[src/rtl/ptdv_pkg.sv]
// Shared types and constants of the pre-order tree depth validator.
package ptdv_pkg;

  localparam int STACK_ENTRIES_DEF = 256;
  localparam int INDEX_BITS_DEF    = 24;
  localparam int FIELD_BITS        = 24;
  localparam int DEPTH_BITS        = 8;
  localparam int DEEP_BITS         = 9;
  localparam int DEPTH_MAX         = 255;
  localparam int LEAF_SIZE         = 1;
  localparam int TOTAL_RESET       = 1;
  localparam int QUEUE_DEPTH       = 2;
  localparam int IN_TDATA_W        = 24;
  localparam int OUT_TDATA_W       = 24;

  // One cell as it waits in the queue, with the checks that need no tree state.
  typedef struct packed {
    logic                  is_leaf;
    logic [FIELD_BITS-1:0] subtree_size;
    logic                  leaf_bad;
    logic                  size_small;
  } cell_t;

endpackage

[src/rtl/ptdv_front.sv]
// Input side: takes cell beats, classifies them and queues them for the stack engine.
module ptdv_front (
  input  logic                           clk,
  input  logic                           rst,
  input  logic                           s_valid,
  output logic                           s_ready,
  input  logic                           s_leaf,
  input  logic [ptdv_pkg::FIELD_BITS-1:0] s_size,
  output logic                           q_valid,
  input  logic                           q_ready,
  output ptdv_pkg::cell_t                q_cell
);

  localparam int QD = ptdv_pkg::QUEUE_DEPTH;
  localparam int PW = (QD > 1) ? $clog2(QD) : 1;
  localparam int NW = $clog2(QD + 1);

  ptdv_pkg::cell_t slots [QD];
  ptdv_pkg::cell_t cell_in;
  logic [PW-1:0]   wr_ptr;
  logic [PW-1:0]   rd_ptr;
  logic [NW-1:0]   count;
  logic            push;
  logic            pop;

  always_comb begin
    cell_in.is_leaf      = s_leaf;
    cell_in.subtree_size = s_size;
    cell_in.leaf_bad     = s_leaf &&
                           (s_size != ptdv_pkg::FIELD_BITS'(ptdv_pkg::LEAF_SIZE));
    cell_in.size_small   = (s_size <= ptdv_pkg::FIELD_BITS'(ptdv_pkg::LEAF_SIZE));
  end

  assign s_ready = (count != NW'(QD));
  assign q_valid = (count != '0);
  assign q_cell  = slots[rd_ptr];
  assign push    = s_valid && s_ready;
  assign pop     = q_valid && q_ready;

  always_ff @(posedge clk) begin
    if (push) begin
      slots[wr_ptr] <= cell_in;
    end
  end

  always_ff @(posedge clk) begin
    if (rst) begin
      wr_ptr <= '0;
      rd_ptr <= '0;
      count  <= '0;
    end else begin
      if (push) begin
        wr_ptr <= (wr_ptr == PW'(QD - 1)) ? '0 : wr_ptr + 1'b1;
      end
      if (pop) begin
        rd_ptr <= (rd_ptr == PW'(QD - 1)) ? '0 : rd_ptr + 1'b1;
      end
      if (push && !pop) begin
        count <= count + 1'b1;
      end else if (pop && !push) begin
        count <= count - 1'b1;
      end
    end
  end

endmodule

[config.mk]
export PLATFORM = sky130hd
export DESIGN_NAME = ptdv_front
export DESIGN_NICKNAME = d
export VERILOG_FILES = /design/src/rtl/ptdv_pkg.sv /design/src/rtl/ptdv_front.sv
export SDC_FILE = /design/constraint.sdc
export NUM_CORES = 1
export LEC_CHECK = 0
export BUFFER_PORTS_ARGS = -buffer_cell sky130_fd_sc_hd__buf_2
export CAP_MARGIN = 20
export CORE_ASPECT_RATIO = 1.25
export CORE_MARGIN = 10
export CORE_UTILIZATION = 45
export DETAILED_ROUTE_END_ITERATION = 7
export PLACE_DENSITY = 0.73
export SYNTH_ARGS = -nofsm -noshare
export SYNTH_HDL_FRONTEND = slang
export SYNTH_SLANG_ARGS = --single-unit
[constraint.sdc]
create_clock -name clk -period 1.55 [get_ports clk]
set_input_delay 0.155 -clock clk [delete_from_list [all_inputs] [get_ports clk]]
set_output_delay 0.155 -clock clk [all_outputs]
set_load 0.01 [all_outputs]
==> impl_metrics.yaml, run 1 <==
status:
  run_status: "completed"
route:
  dr.pass1.iters: 4
  drt_iter0_markers: 48
  vias: 1279
  dr_wl_met3_um: 315
  wire_per_inst_um: 17.3
  final_antenna_net_count: 0
  met1_length_um: 1640
  dr.max_layer_used: "met4"
  met2WireLength_um: 2360
  routed_wl_um: 4400
  drc: 0
  viasPerCell: 5.04
setup_path:
  worst-setup-path-type: "reg2reg"
  cp-endpoint: "count[1]$_SDFFE_PP0P_"
  critPathRequiredTime_ns: 1.81
  start_kind: "register"
  r2r_setup_slack_ns: 0.05
  arrival_ns: 1.75
  timing.rr.start: "count[0]$_SDFFE_PP0P_"
  r2r_end: "count[1]$_SDFFE_PP0P_"
  cp-startpoint: "count[0]$_SDFFE_PP0P_"
  critPathMaxFanout: 5
  reg2reg_depth: 6
  cp-end-kind: "register"
logic_synthesis:
  ys_warn_count: 0
  ys_top_cells_by_area: "edfxtp_1 (73%), mux2_2 (14%), dfxtp_1 (4.5%), nor4_1 (1.4%), xor2_1 (1.2%)"
  synth_ff_type: "edfxtp_1"
  yosys.area.top_type_share: 0.727
  yosys.area_share.simple: 0.0471
  syn-cell-area_sq_um: 2230
  synth_top_family_by_area: "multiplexers"
  seq_area_frac_synth: 0.772
  yosysMostFrequentCell: "edfxtp_1"
  synth_compound_area_frac: 0.0168
  synth_xor_area_frac: 0.0118
  synth.avg_cell_area_sq_um: 18.7
  yosysUniqueCellTypes: 24
  synthMuxAreaShare: 0.136
  synth.largest_area_cell: "edfxtp_1"
  synth_edf_count: 54
  syn-num-nets: 149
  synth_cells: 119
  synth_common_cells: "edfxtp_1 (54), mux2_2 (27), dfxtp_1 (5), nor4_1 (5), nor2_1 (4)"
  async_reset_ff_frac: 0
  synth_seq_cells: 59
  synth_fa_ha_area_frac: 0.00561
pwr:
  p_sw_mw: 1.26
  seqPwrFrac: 0.449
  clockPowerShare: 0.268
  p_comb_frac: 0.284
  intPower_mw: 3.39
  vdd_ir_drop_max_mv: 0.881
  power_density_nw_per_um2: 1620
  p_leak_nw: 1.07
  swShare: 0.270
layout:
  drive_gt1_frac: 0.567
  fin_util: 0.603
  fin_nets: 220
  area_growth_pct: 28.8
  final_cells: 254
  antenna_cells: 0
grt:
  grt_pass1_vias: 1424
  grt_remaining_overflow: 0
  antenna_found_initial: 0
  grt_usage: 0.109
  grt_first_pass_wirelength_um: 6980
  grt_max_degree: 23
timing:
  setup_ws_ns: 0.0521
  max_clock_freq_ghz: 0.668
  finalHoldViolCount: 0
  worstMarginPinSlew_ns: 0.382
  setup_viol: 0
  maxSlewHeadroom: 0.743
  fin_skew_ns: 0.00483
  report.final.slew_viol_count: 0
  min_period_over_period: 0.966
  min_period_ns: 1.50
placement:
  port_buffers: 57
  gp_congestion: 0.757
  dp_hpwl_um: 3230
  place_ws_ns: -0.0319
  dp.cells: 239
floorplanning:
  rows: 28
  io_pins: 58
  coreArea_sq_um: 4760
  die_h_um: 98.7
  dieArea_sq_um: 8190
  initial_core_util: 0.468
  dieWidth_um: 83.0
clocking:
  clk_path_buf_depth: 2
  clkLatencyLatePin_ns: 0.32
  cts_tree: "built"
  cts_buffers: 9
  clock_sinks: 59
  post-cts-setup-buffers: 0
  cts-root-buf: "clkbuf_8"
  hold_buffers: 0
  cts_max_level: 3
  clkTransAtPathRegs_ns: 0.06
worst_hold_path:
  hold_class: "in2reg"
flow_run:
  drv_cap: 0
[worst min path at each step]
stage,startpoint,endpoint,slack [ns],cells after the start
6_report,s_size[14],slots[1][16]$_DFFE_PP_,0.03,1
3_3_place_gp,s_size[22],slots[0][24]$_DFFE_PP_,0.36,1
2_1_floorplan,rst,count[1]$_SDFFE_PP0P_,0.22,1
4_1_cts,s_leaf,slots[0][26]$_DFFE_PP_,0.01,1
3_5_place_dp,s_size[1],slots[0][3]$_DFFE_PP_,0.36,1
5_1_grt,s_size[14],slots[1][16]$_DFFE_PP_,0.01,1
[final cells by class]
cell class	count	area (sq um)
Clock buffer	11	131
Clock inverter	4	42.5
Fill cell	377	1890
Inverter	1	7.51
Multi-Input combinational cell	56	510
Sequential cell	59	1730
Tap cell	60	75.1
Timing Repair Buffer	63	380
[per-layer routing]
metal,vias to the layer above,global-route usage
met4,0,0.0538
met3,9,0.0527
li1,609,-
met1,614,0.103
met2,47,0.191
met5,-,0
[cells in the final DEF, fill, tap and decap left out, drive strengths merged, types with 2 or more instances in the layout]
cell type / count
buf: 63
edfxtp: 54
mux2: 27
clkbuf: 11
nor4: 5
dfxtp: 5
nor2: 4
xor2: 3
clkinv: 3
o21ai: 2
a21oi: 2
[kinds of logic (layout without fill, tap and decap cells)]
group	after synthesis	after routing
mux	27	27
buf+inv	4	79
xor+xnor	3	3
fa+ha+maj	1	1
simple gates	19	19
compound gates	6	6
flops	59	59
[flip-flops by register name, summed over array words and instances (netlist names), named ones only]
signal / cells
slots: 54
rd_ptr: 1
wr_ptr: 1
count: 2
[per-stage QoR]
stage / setup TNS, ns / power [mW] / area, sq um / hold WS, ns
global route: -0.000172 / 4.90 / 2870 / 0.0113
detailed placement: -0.0319 / 3.36 / 2650 / 0.360
global placement: 0 / 3.30 / 2650 / 0.358
CTS: 0 / 4.65 / 2840 / 0.0130
finish: 0 / 4.65 / 2870 / 0.0320
floorplan: 0 / 2.84 / 2240 / 0.224
[worst max-delay path, stage by stage (launching register included)]
cell	delay [ns]
dfxtp_1	0.33
nand2b_4	0.16
and2_1	0.18
ha_4	0.16
xor2_1	0.14
or3_1	0.34
a21oi_2	0.12
[timing repair]
item / in CTS / in global routing
endpoints found under the hold margin: 0 / 0
gates resized for setup: 6 / 6
pin swaps: 1 / 1
setup endpoints to repair: 19 / 14
[power by group through the flow]
stage	sequential [mW]	combinational, mW	clock (mW)
6_report	2.09	1.32	1.24
5_1_grt	2.11	1.45	1.35
4_1_cts	2.08	1.29	1.28
3_5_place_dp	2.10	1.26	0
3_3_place_gp	2.08	1.22	0
2_1_floorplan	2.08	0.759	0
No activity file was read; power rests on OpenSTA's default activity.
==> run 2, diff against run 1 <==
--- a/config.mk
+++ b/config.mk
@@ -5,12 +5,14 @@
 export SDC_FILE = /design/constraint.sdc
 export NUM_CORES = 1
 export LEC_CHECK = 0
+export ABC_AREA = 1
 export BUFFER_PORTS_ARGS = -buffer_cell sky130_fd_sc_hd__buf_2
 export CAP_MARGIN = 20
 export CORE_ASPECT_RATIO = 1.25
 export CORE_MARGIN = 10
 export CORE_UTILIZATION = 45
 export DETAILED_ROUTE_END_ITERATION = 7
+export HOLD_SLACK_MARGIN = 0.06
 export PLACE_DENSITY = 0.73
 export SYNTH_ARGS = -nofsm -noshare
 export SYNTH_HDL_FRONTEND = slang
==> run 2 against run 1 <==
Compared with the run above:
- worst setup slack gained 0.0048 ns
- via count grew 13%
- synthesized cell count grew 23%
- global-route usage shrank 0.40 points
- sequential share of layout area shrank 6.4 points
- critical path type is now reg2out
==> impl_metrics.yaml, run 2 <==
status:
  run_status: "completed"
logic_synthesis:
  yosys.area.top_type_share: 0.678
  yosysUniqueCellTypes: 17
  seq_area_frac_synth: 0.720
  syn-num-nets: 176
  ys_top_cells_by_area: "edfxtp_1 (68%), mux2_4 (13%), dfxtp_1 (4.2%), mux2_2 (3.3%), nor2_1 (3.0%)"
  synth_common_cells: "edfxtp_1 (54), mux2_4 (20), nor2_1 (19)"
  ys_warn_count: 0
  synth_ff_type: "edfxtp_1"
  syn-cell-area_sq_um: 2390
  synth_edf_count: 54
  synth.largest_area_cell: "edfxtp_1"
  yosysMostFrequentCell: "edfxtp_1"
  synth.avg_cell_area_sq_um: 16.4
  async_reset_ff_frac: 0
  synth_cells: 146
  synth_seq_cells: 59
setup_path:
  crit_path_cell_trace: "buf_12 -> mux2_2 -> buf_2"
  arrival_ns: 1.34
  path_buf_inv: 2
  worst-setup-path-type: "reg2out"
  crit_family: "flip-flops"
  cp_slowest_cell: "dfxtp_4"
  critPathMaxFanout: 12
  cp-end-kind: "primary output"
  critPathRequiredTime_ns: 1.39
  max_stage_delay_ns: 0.37
  start_kind: "register"
grt:
  antenna_found_initial: 0
  grt_max_degree: 16
  grt_pass1_vias: 1544
  grt_usage: 0.105
  grt_remaining_overflow: 0
  grt_first_pass_wirelength_um: 7130
worst_hold_path:
  hold_class: "in2reg"
route:
  vias: 1447
  drt_iter0_markers: 113
  met1_length_um: 1520
  met2WireLength_um: 2460
  final_antenna_net_count: 0
  viasPerCell: 4.68
  dr_wl_met3_um: 302
  dr.max_layer_used: "met4"
  wire_per_inst_um: 14.1
  drc: 0
  routed_wl_um: 4360
  dr.pass1.iters: 4
timing:
  finalHoldViolCount: 0
  hold_ws_ns: 0.107
  rsz0062_at_grt: "no"
  maxSlewHeadroom: 0.856
  fin_skew_ns: 0.00294
  max_clock_freq_ghz: 0.670
  min_period_over_period: 0.963
  report.final.slew_viol_count: 0
  min_period_ns: 1.49
  setup_viol: 0
  setup_ws_ns: 0.0569
  worstMarginPinSlew_ns: 0.214
  final.setup.tns_ns: 0
layout:
  reg.largest.list: "slots (54), count (2)"
  drive_gt1_frac: 0.425
  final_common_cell: "buf_2"
  fin_util: 0.628
  layout_common_cells: "buf_2 (57), edfxtp_1 (54), dlygate4sd3_1 (25)"
  top_register: "slots"
  largest_reg_flops: 54
  fin_nets: 272
  antenna_cells: 0
  area_growth_pct: 34.4
  fillers: 384
pwr:
  finalPower_mw: 4.66
  power_density_nw_per_um2: 1450
  p_leak_nw: 1.30
  vdd_ir_drop_max_mv: 1.10
flow_run:
  drv_cap: 0
placement:
  port_buffers: 57
  gp_congestion: 0.716
  place_ws_ns: 0.107
  dp_hpwl_um: 3140
clocking:
  cts_tree: "built"
  clk_path_buf_depth: 2
  clkTransAtPathRegs_ns: 0.06
  clkLatencyLatePin_ns: 0.32
  cts_max_level: 3
  cts-root-buf: "clkbuf_8"
  cts_buffers: 9
  clock_sinks: 59
floorplanning:
  initial_core_util: 0.468
  die_h_um: 102
  rows: 29
  io_pins: 58
  dieWidth_um: 85.2
  coreArea_sq_um: 5120
  dieArea_sq_um: 8650
-- run 2: changes by cell type after synthesis, moves of 2 or more --
cell     delta
mux2_2     -20
mux2_4     +20
nor2_1     +15
nand2_1    +14
inv_1       +9
nor4_1      -5
xor2_1      -3
buf_12      +2
buf_4       -2
nand3_1     +2
-- run 2: cells by family after synthesis --
family	after synthesis	share of synthesized area
flops	59	0.720
simple gates	40	0.0669
mux	27	0.158
buf+inv	13	0.0371
compound gates	6	0.0125
fa+ha+maj	1	0.00523
-- run 2: per-stage QoR --
step,std cells,cell area [sq um]
2_1_floorplan,146,2400
3_3_place_gp,268,2770
3_5_place_dp,268,2770
4_1_cts,309,3200
5_1_grt,309,3210
6_report,309,3210
-- run 2: cell type report --
cell class	count	area (sq um)	share of cell area
clock buffers	13	139	0.0432
clock inverters	3	38.8	0.0121
repair buffers	88	606	0.188
well taps	62	77.6	0.0241
inverters	10	37.5	0.0117
multi-input cells	74	591	0.184
flip-flops and latches	59	1730	0.537
-- run 2: worst reg2reg max path, cell delays in order (launching register included) --
cell and delay [ns]:
dfxtp_1 0.30, inv_2 0.08, nand2_1 0.07, nand2_1 0.13
inv_1 0.08, ha_1 0.21, or2_1 0.24, nand3_1 0.08
nand2_1 0.05, inv_1 0.04, nor2_1 0.03
-- run 2: worst paths after layout --
path                               from                    end  slack, ns  cells past startpoint
setup / recovery               register              q_cell[0]       0.06                      3
hold reg to reg     rd_ptr$_SDFFE_PP0P_               register       0.47                      2
setup reg to reg  count[0]$_SDFFE_PP0P_  count[1]$_SDFFE_PP0P_       0.15                     10
hold / removal                      rst  count[1]$_SDFFE_PP0P_       0.11                      4
-- run 2: repair_timing --
| item | CTS | global route |
|---|---|---|
| hold endpoints to repair | 50 | 0 |
| endpoints found under the setup margin | 5 | 5 |
| buffers inserted | 0 | 0 |
| hold buffers | 25 | 0 |
| gates resized for setup | 2 | 4 |
| pin swaps | 0 | 0 |
-- run 2: metal layers --
metal  track usage  vias up
met4        0.0508        0
met1        0.0996      683
met5             0        -
met3        0.0458        6
li1              -      719
met2         0.188       39
-- run 2: power by group --
part	leakage (nW)	internal (mW)	switching (mW)
Sequential	0.546	2.02	0.0706
Clock	0.0890	0.737	0.521
Combinational	0.665	0.666	0.646
Total	1.30	3.42	1.24
==> run 3, diff against run 2 <==
--- a/config.mk
+++ b/config.mk
@@ -14,6 +14,7 @@
 export DETAILED_ROUTE_END_ITERATION = 7
 export HOLD_SLACK_MARGIN = 0.06
 export PLACE_DENSITY = 0.73
+export REMOVE_ABC_BUFFERS = 1
 export SYNTH_ARGS = -nofsm -noshare
 export SYNTH_HDL_FRONTEND = slang
 export SYNTH_SLANG_ARGS = --single-unit
==> run 3 against run 2 <==
Compared with the run above:
- clock skew rose by 0.0013 ns
- die area is the same
- power down 0.99%
- fmax decreased by 0.25%
- sequential power hardly changed
- global-route usage up 0.22 points
- sequential share of layout area shrank 0.86 points
==> impl_metrics.yaml, run 3 (synthesized netlist as in run 2, its figures left out) <==
status:
  run_status: "completed"
route:
  wire_per_inst_um: 15.8
  dr.pass1.iters: 4
  drc: 0
  drt_iter0_markers: 65
  viasPerCell: 4.74
  final_antenna_net_count: 0
  vias: 1451
  routed_wl_um: 4850
pwr:
  p_sw_mw: 1.27
  clockPowerShare: 0.227
  swShare: 0.274
  finalPower_mw: 4.61
  p_comb_frac: 0.317
  p_leak_nw: 1.31
  seqPwrFrac: 0.456
  vdd_ir_drop_max_mv: 0.774
  power_density_nw_per_um2: 1410
  intPower_mw: 3.35
floorplanning:
  io_pins: 58
  dieWidth_um: 85.2
  dieArea_sq_um: 8650
  initial_core_util: 0.468
  die_h_um: 102
  coreArea_sq_um: 5120
  rows: 29
timing:
  max_clock_freq_ghz: 0.668
  setup_viol: 0
  rsz0062_at_grt: "no"
  worstMarginPinSlew_ns: 0.212
  maxSlewHeadroom: 0.858
  final.setup.tns_ns: 0
  finalHoldViolCount: 0
  min_period_over_period: 0.966
  report.final.slew_viol_count: 0
  min_period_ns: 1.50
  fin_skew_ns: 0.00426
placement:
  port_buffers: 57
  placed_cell_area_sq_um: 2770
  dp_hpwl_um: 3080
  gp_congestion: 0.718
clocking:
  cts-root-buf: "clkbuf_8"
  clkTransAtPathRegs_ns: 0.06
  cts_buffers: 9
  cts_tree: "built"
  cts_max_level: 3
  clock_sinks: 59
  clkLatencyLatePin_ns: 0.32
  clk_path_buf_depth: 2
layout:
  top_register: "slots"
  final_common_cell: "edfxtp_1"
  seq_area_sq_um: 1730
  multi_input_area_sq_um: 593
  fillers: 396
  fin_nets: 272
  area_growth_pct: 36.6
  largest_reg_flops: 54
  drive_gt1_frac: 0.426
  design_area_sq_um: 3270
  layout_common_cells: "edfxtp_1 (54), buf_2 (51), dlygate4sd3_1 (25)"
  reg.largest.list: "slots (54), count (2)"
  antenna_cells: 0
flow_run:
  drv_cap: 0
grt:
  grt_first_pass_wirelength_um: 7140
  grt_max_degree: 29
  grt_usage: 0.107
  grt_remaining_overflow: 0
  grt_pass1_vias: 1546
  antenna_found_initial: 0
setup_path:
  critPathRequiredTime_ns: 1.39
  arrival_ns: 1.34
  cp-end-kind: "primary output"
  worst-setup-path-type: "reg2out"
  max_stage_delay_ns: 0.40
  critPathMaxFanout: 7
  cp_slowest_cell: "dfxtp_4"
  crit_path_cell_trace: "clkbuf_16 -> mux2_4 -> buf_2"
  path_buf_inv: 2
  start_kind: "register"
  crit_family: "flip-flops"
worst_hold_path:
  hold_class: "in2reg"
==> run 3: cell types whose count changed in the layout (fill, tap and decap cells not counted), moves of 2 or more <==
cell / previous run / this run
buf_4: 4 / 0
buf_2: 57 / 51
clkbuf_16: 0 / 2
buf_6: 0 / 7
==> run 3: repair_timing <==
action	in CTS	in global routing
setup buffers	0	0
hold buffers	25	0
gates cloned	0	3
hold endpoints to repair	50	0
endpoints found under the setup margin	7	19
resized for setup	1	9
pin swaps	0	0
==> run 3: through the flow <==
step / instances / util / hold slack, ns / worst slack, ns
after CTS: 303 / 0.618 / 0.0898 / -0.0355
after global routing: 306 / 0.639 / 0.128 / 0.00103
after detailed placement: 265 / 0.541 / 0.363 / 0.0933
after global placement: 265 / 0.541 / 0.359 / 0.177
final: 306 / 0.639 / 0.119 / 0.0531
after floorplan: 143 / - / 0.254 / -0.620
==> run 3: worst register-to-register path: stages, from the launching register on <==
cell	delay, ns
dfxtp_1	0.31
inv_2	0.08
nand2_1	0.09
nand2_2	0.11
inv_1	0.06
ha_1	0.20
or2_1	0.24
nand3_1	0.07
nand2_1	0.05
inv_1	0.04
nor2_1	0.03
==> run 3: per-layer routing <==
metal	GRT usage	vias to the layer above	wire length (um)
met5	0	-	0
met4	0.0761	0	64
met3	0.0402	5	373
met2	0.182	48	2540
met1	0.104	681	1860
li1	-	717	-
==> run 3: area by class of cell <==
type                            instances  area share
Clock buffer                           12      0.0414
Clock inverter                          1     0.00115
Inverter                               10      0.0115
Multi-Input combinational cell         74       0.182
Sequential cell                        59       0.528
Tap cell                               62      0.0237
Timing Repair Buffer                   88       0.213
==> run 3: worst paths after layout <==
check / from / to / slack [ns] / cells past startpoint
max: register / q_cell[16] / 0.05 / 3
min: rst / count[1]$_SDFFE_PP0P_ / 0.12 / 4
max reg2reg: count[0]$_SDFFE_PP0P_ / count[1]$_SDFFE_PP0P_ / 0.16 / 10
min reg2reg: rd_ptr$_SDFFE_PP0P_ / register / 0.48 / 2
==> run 3: power by group through the flow <==
stage	combinational (mW)	sequential [mW]	clock (mW)
floorplan	0.725	2.17	0
global placement	1.25	2.10	0
detailed placement	1.27	2.12	0
CTS	1.33	2.09	1.08
global route	1.58	2.13	1.15
finish	1.46	2.10	1.05
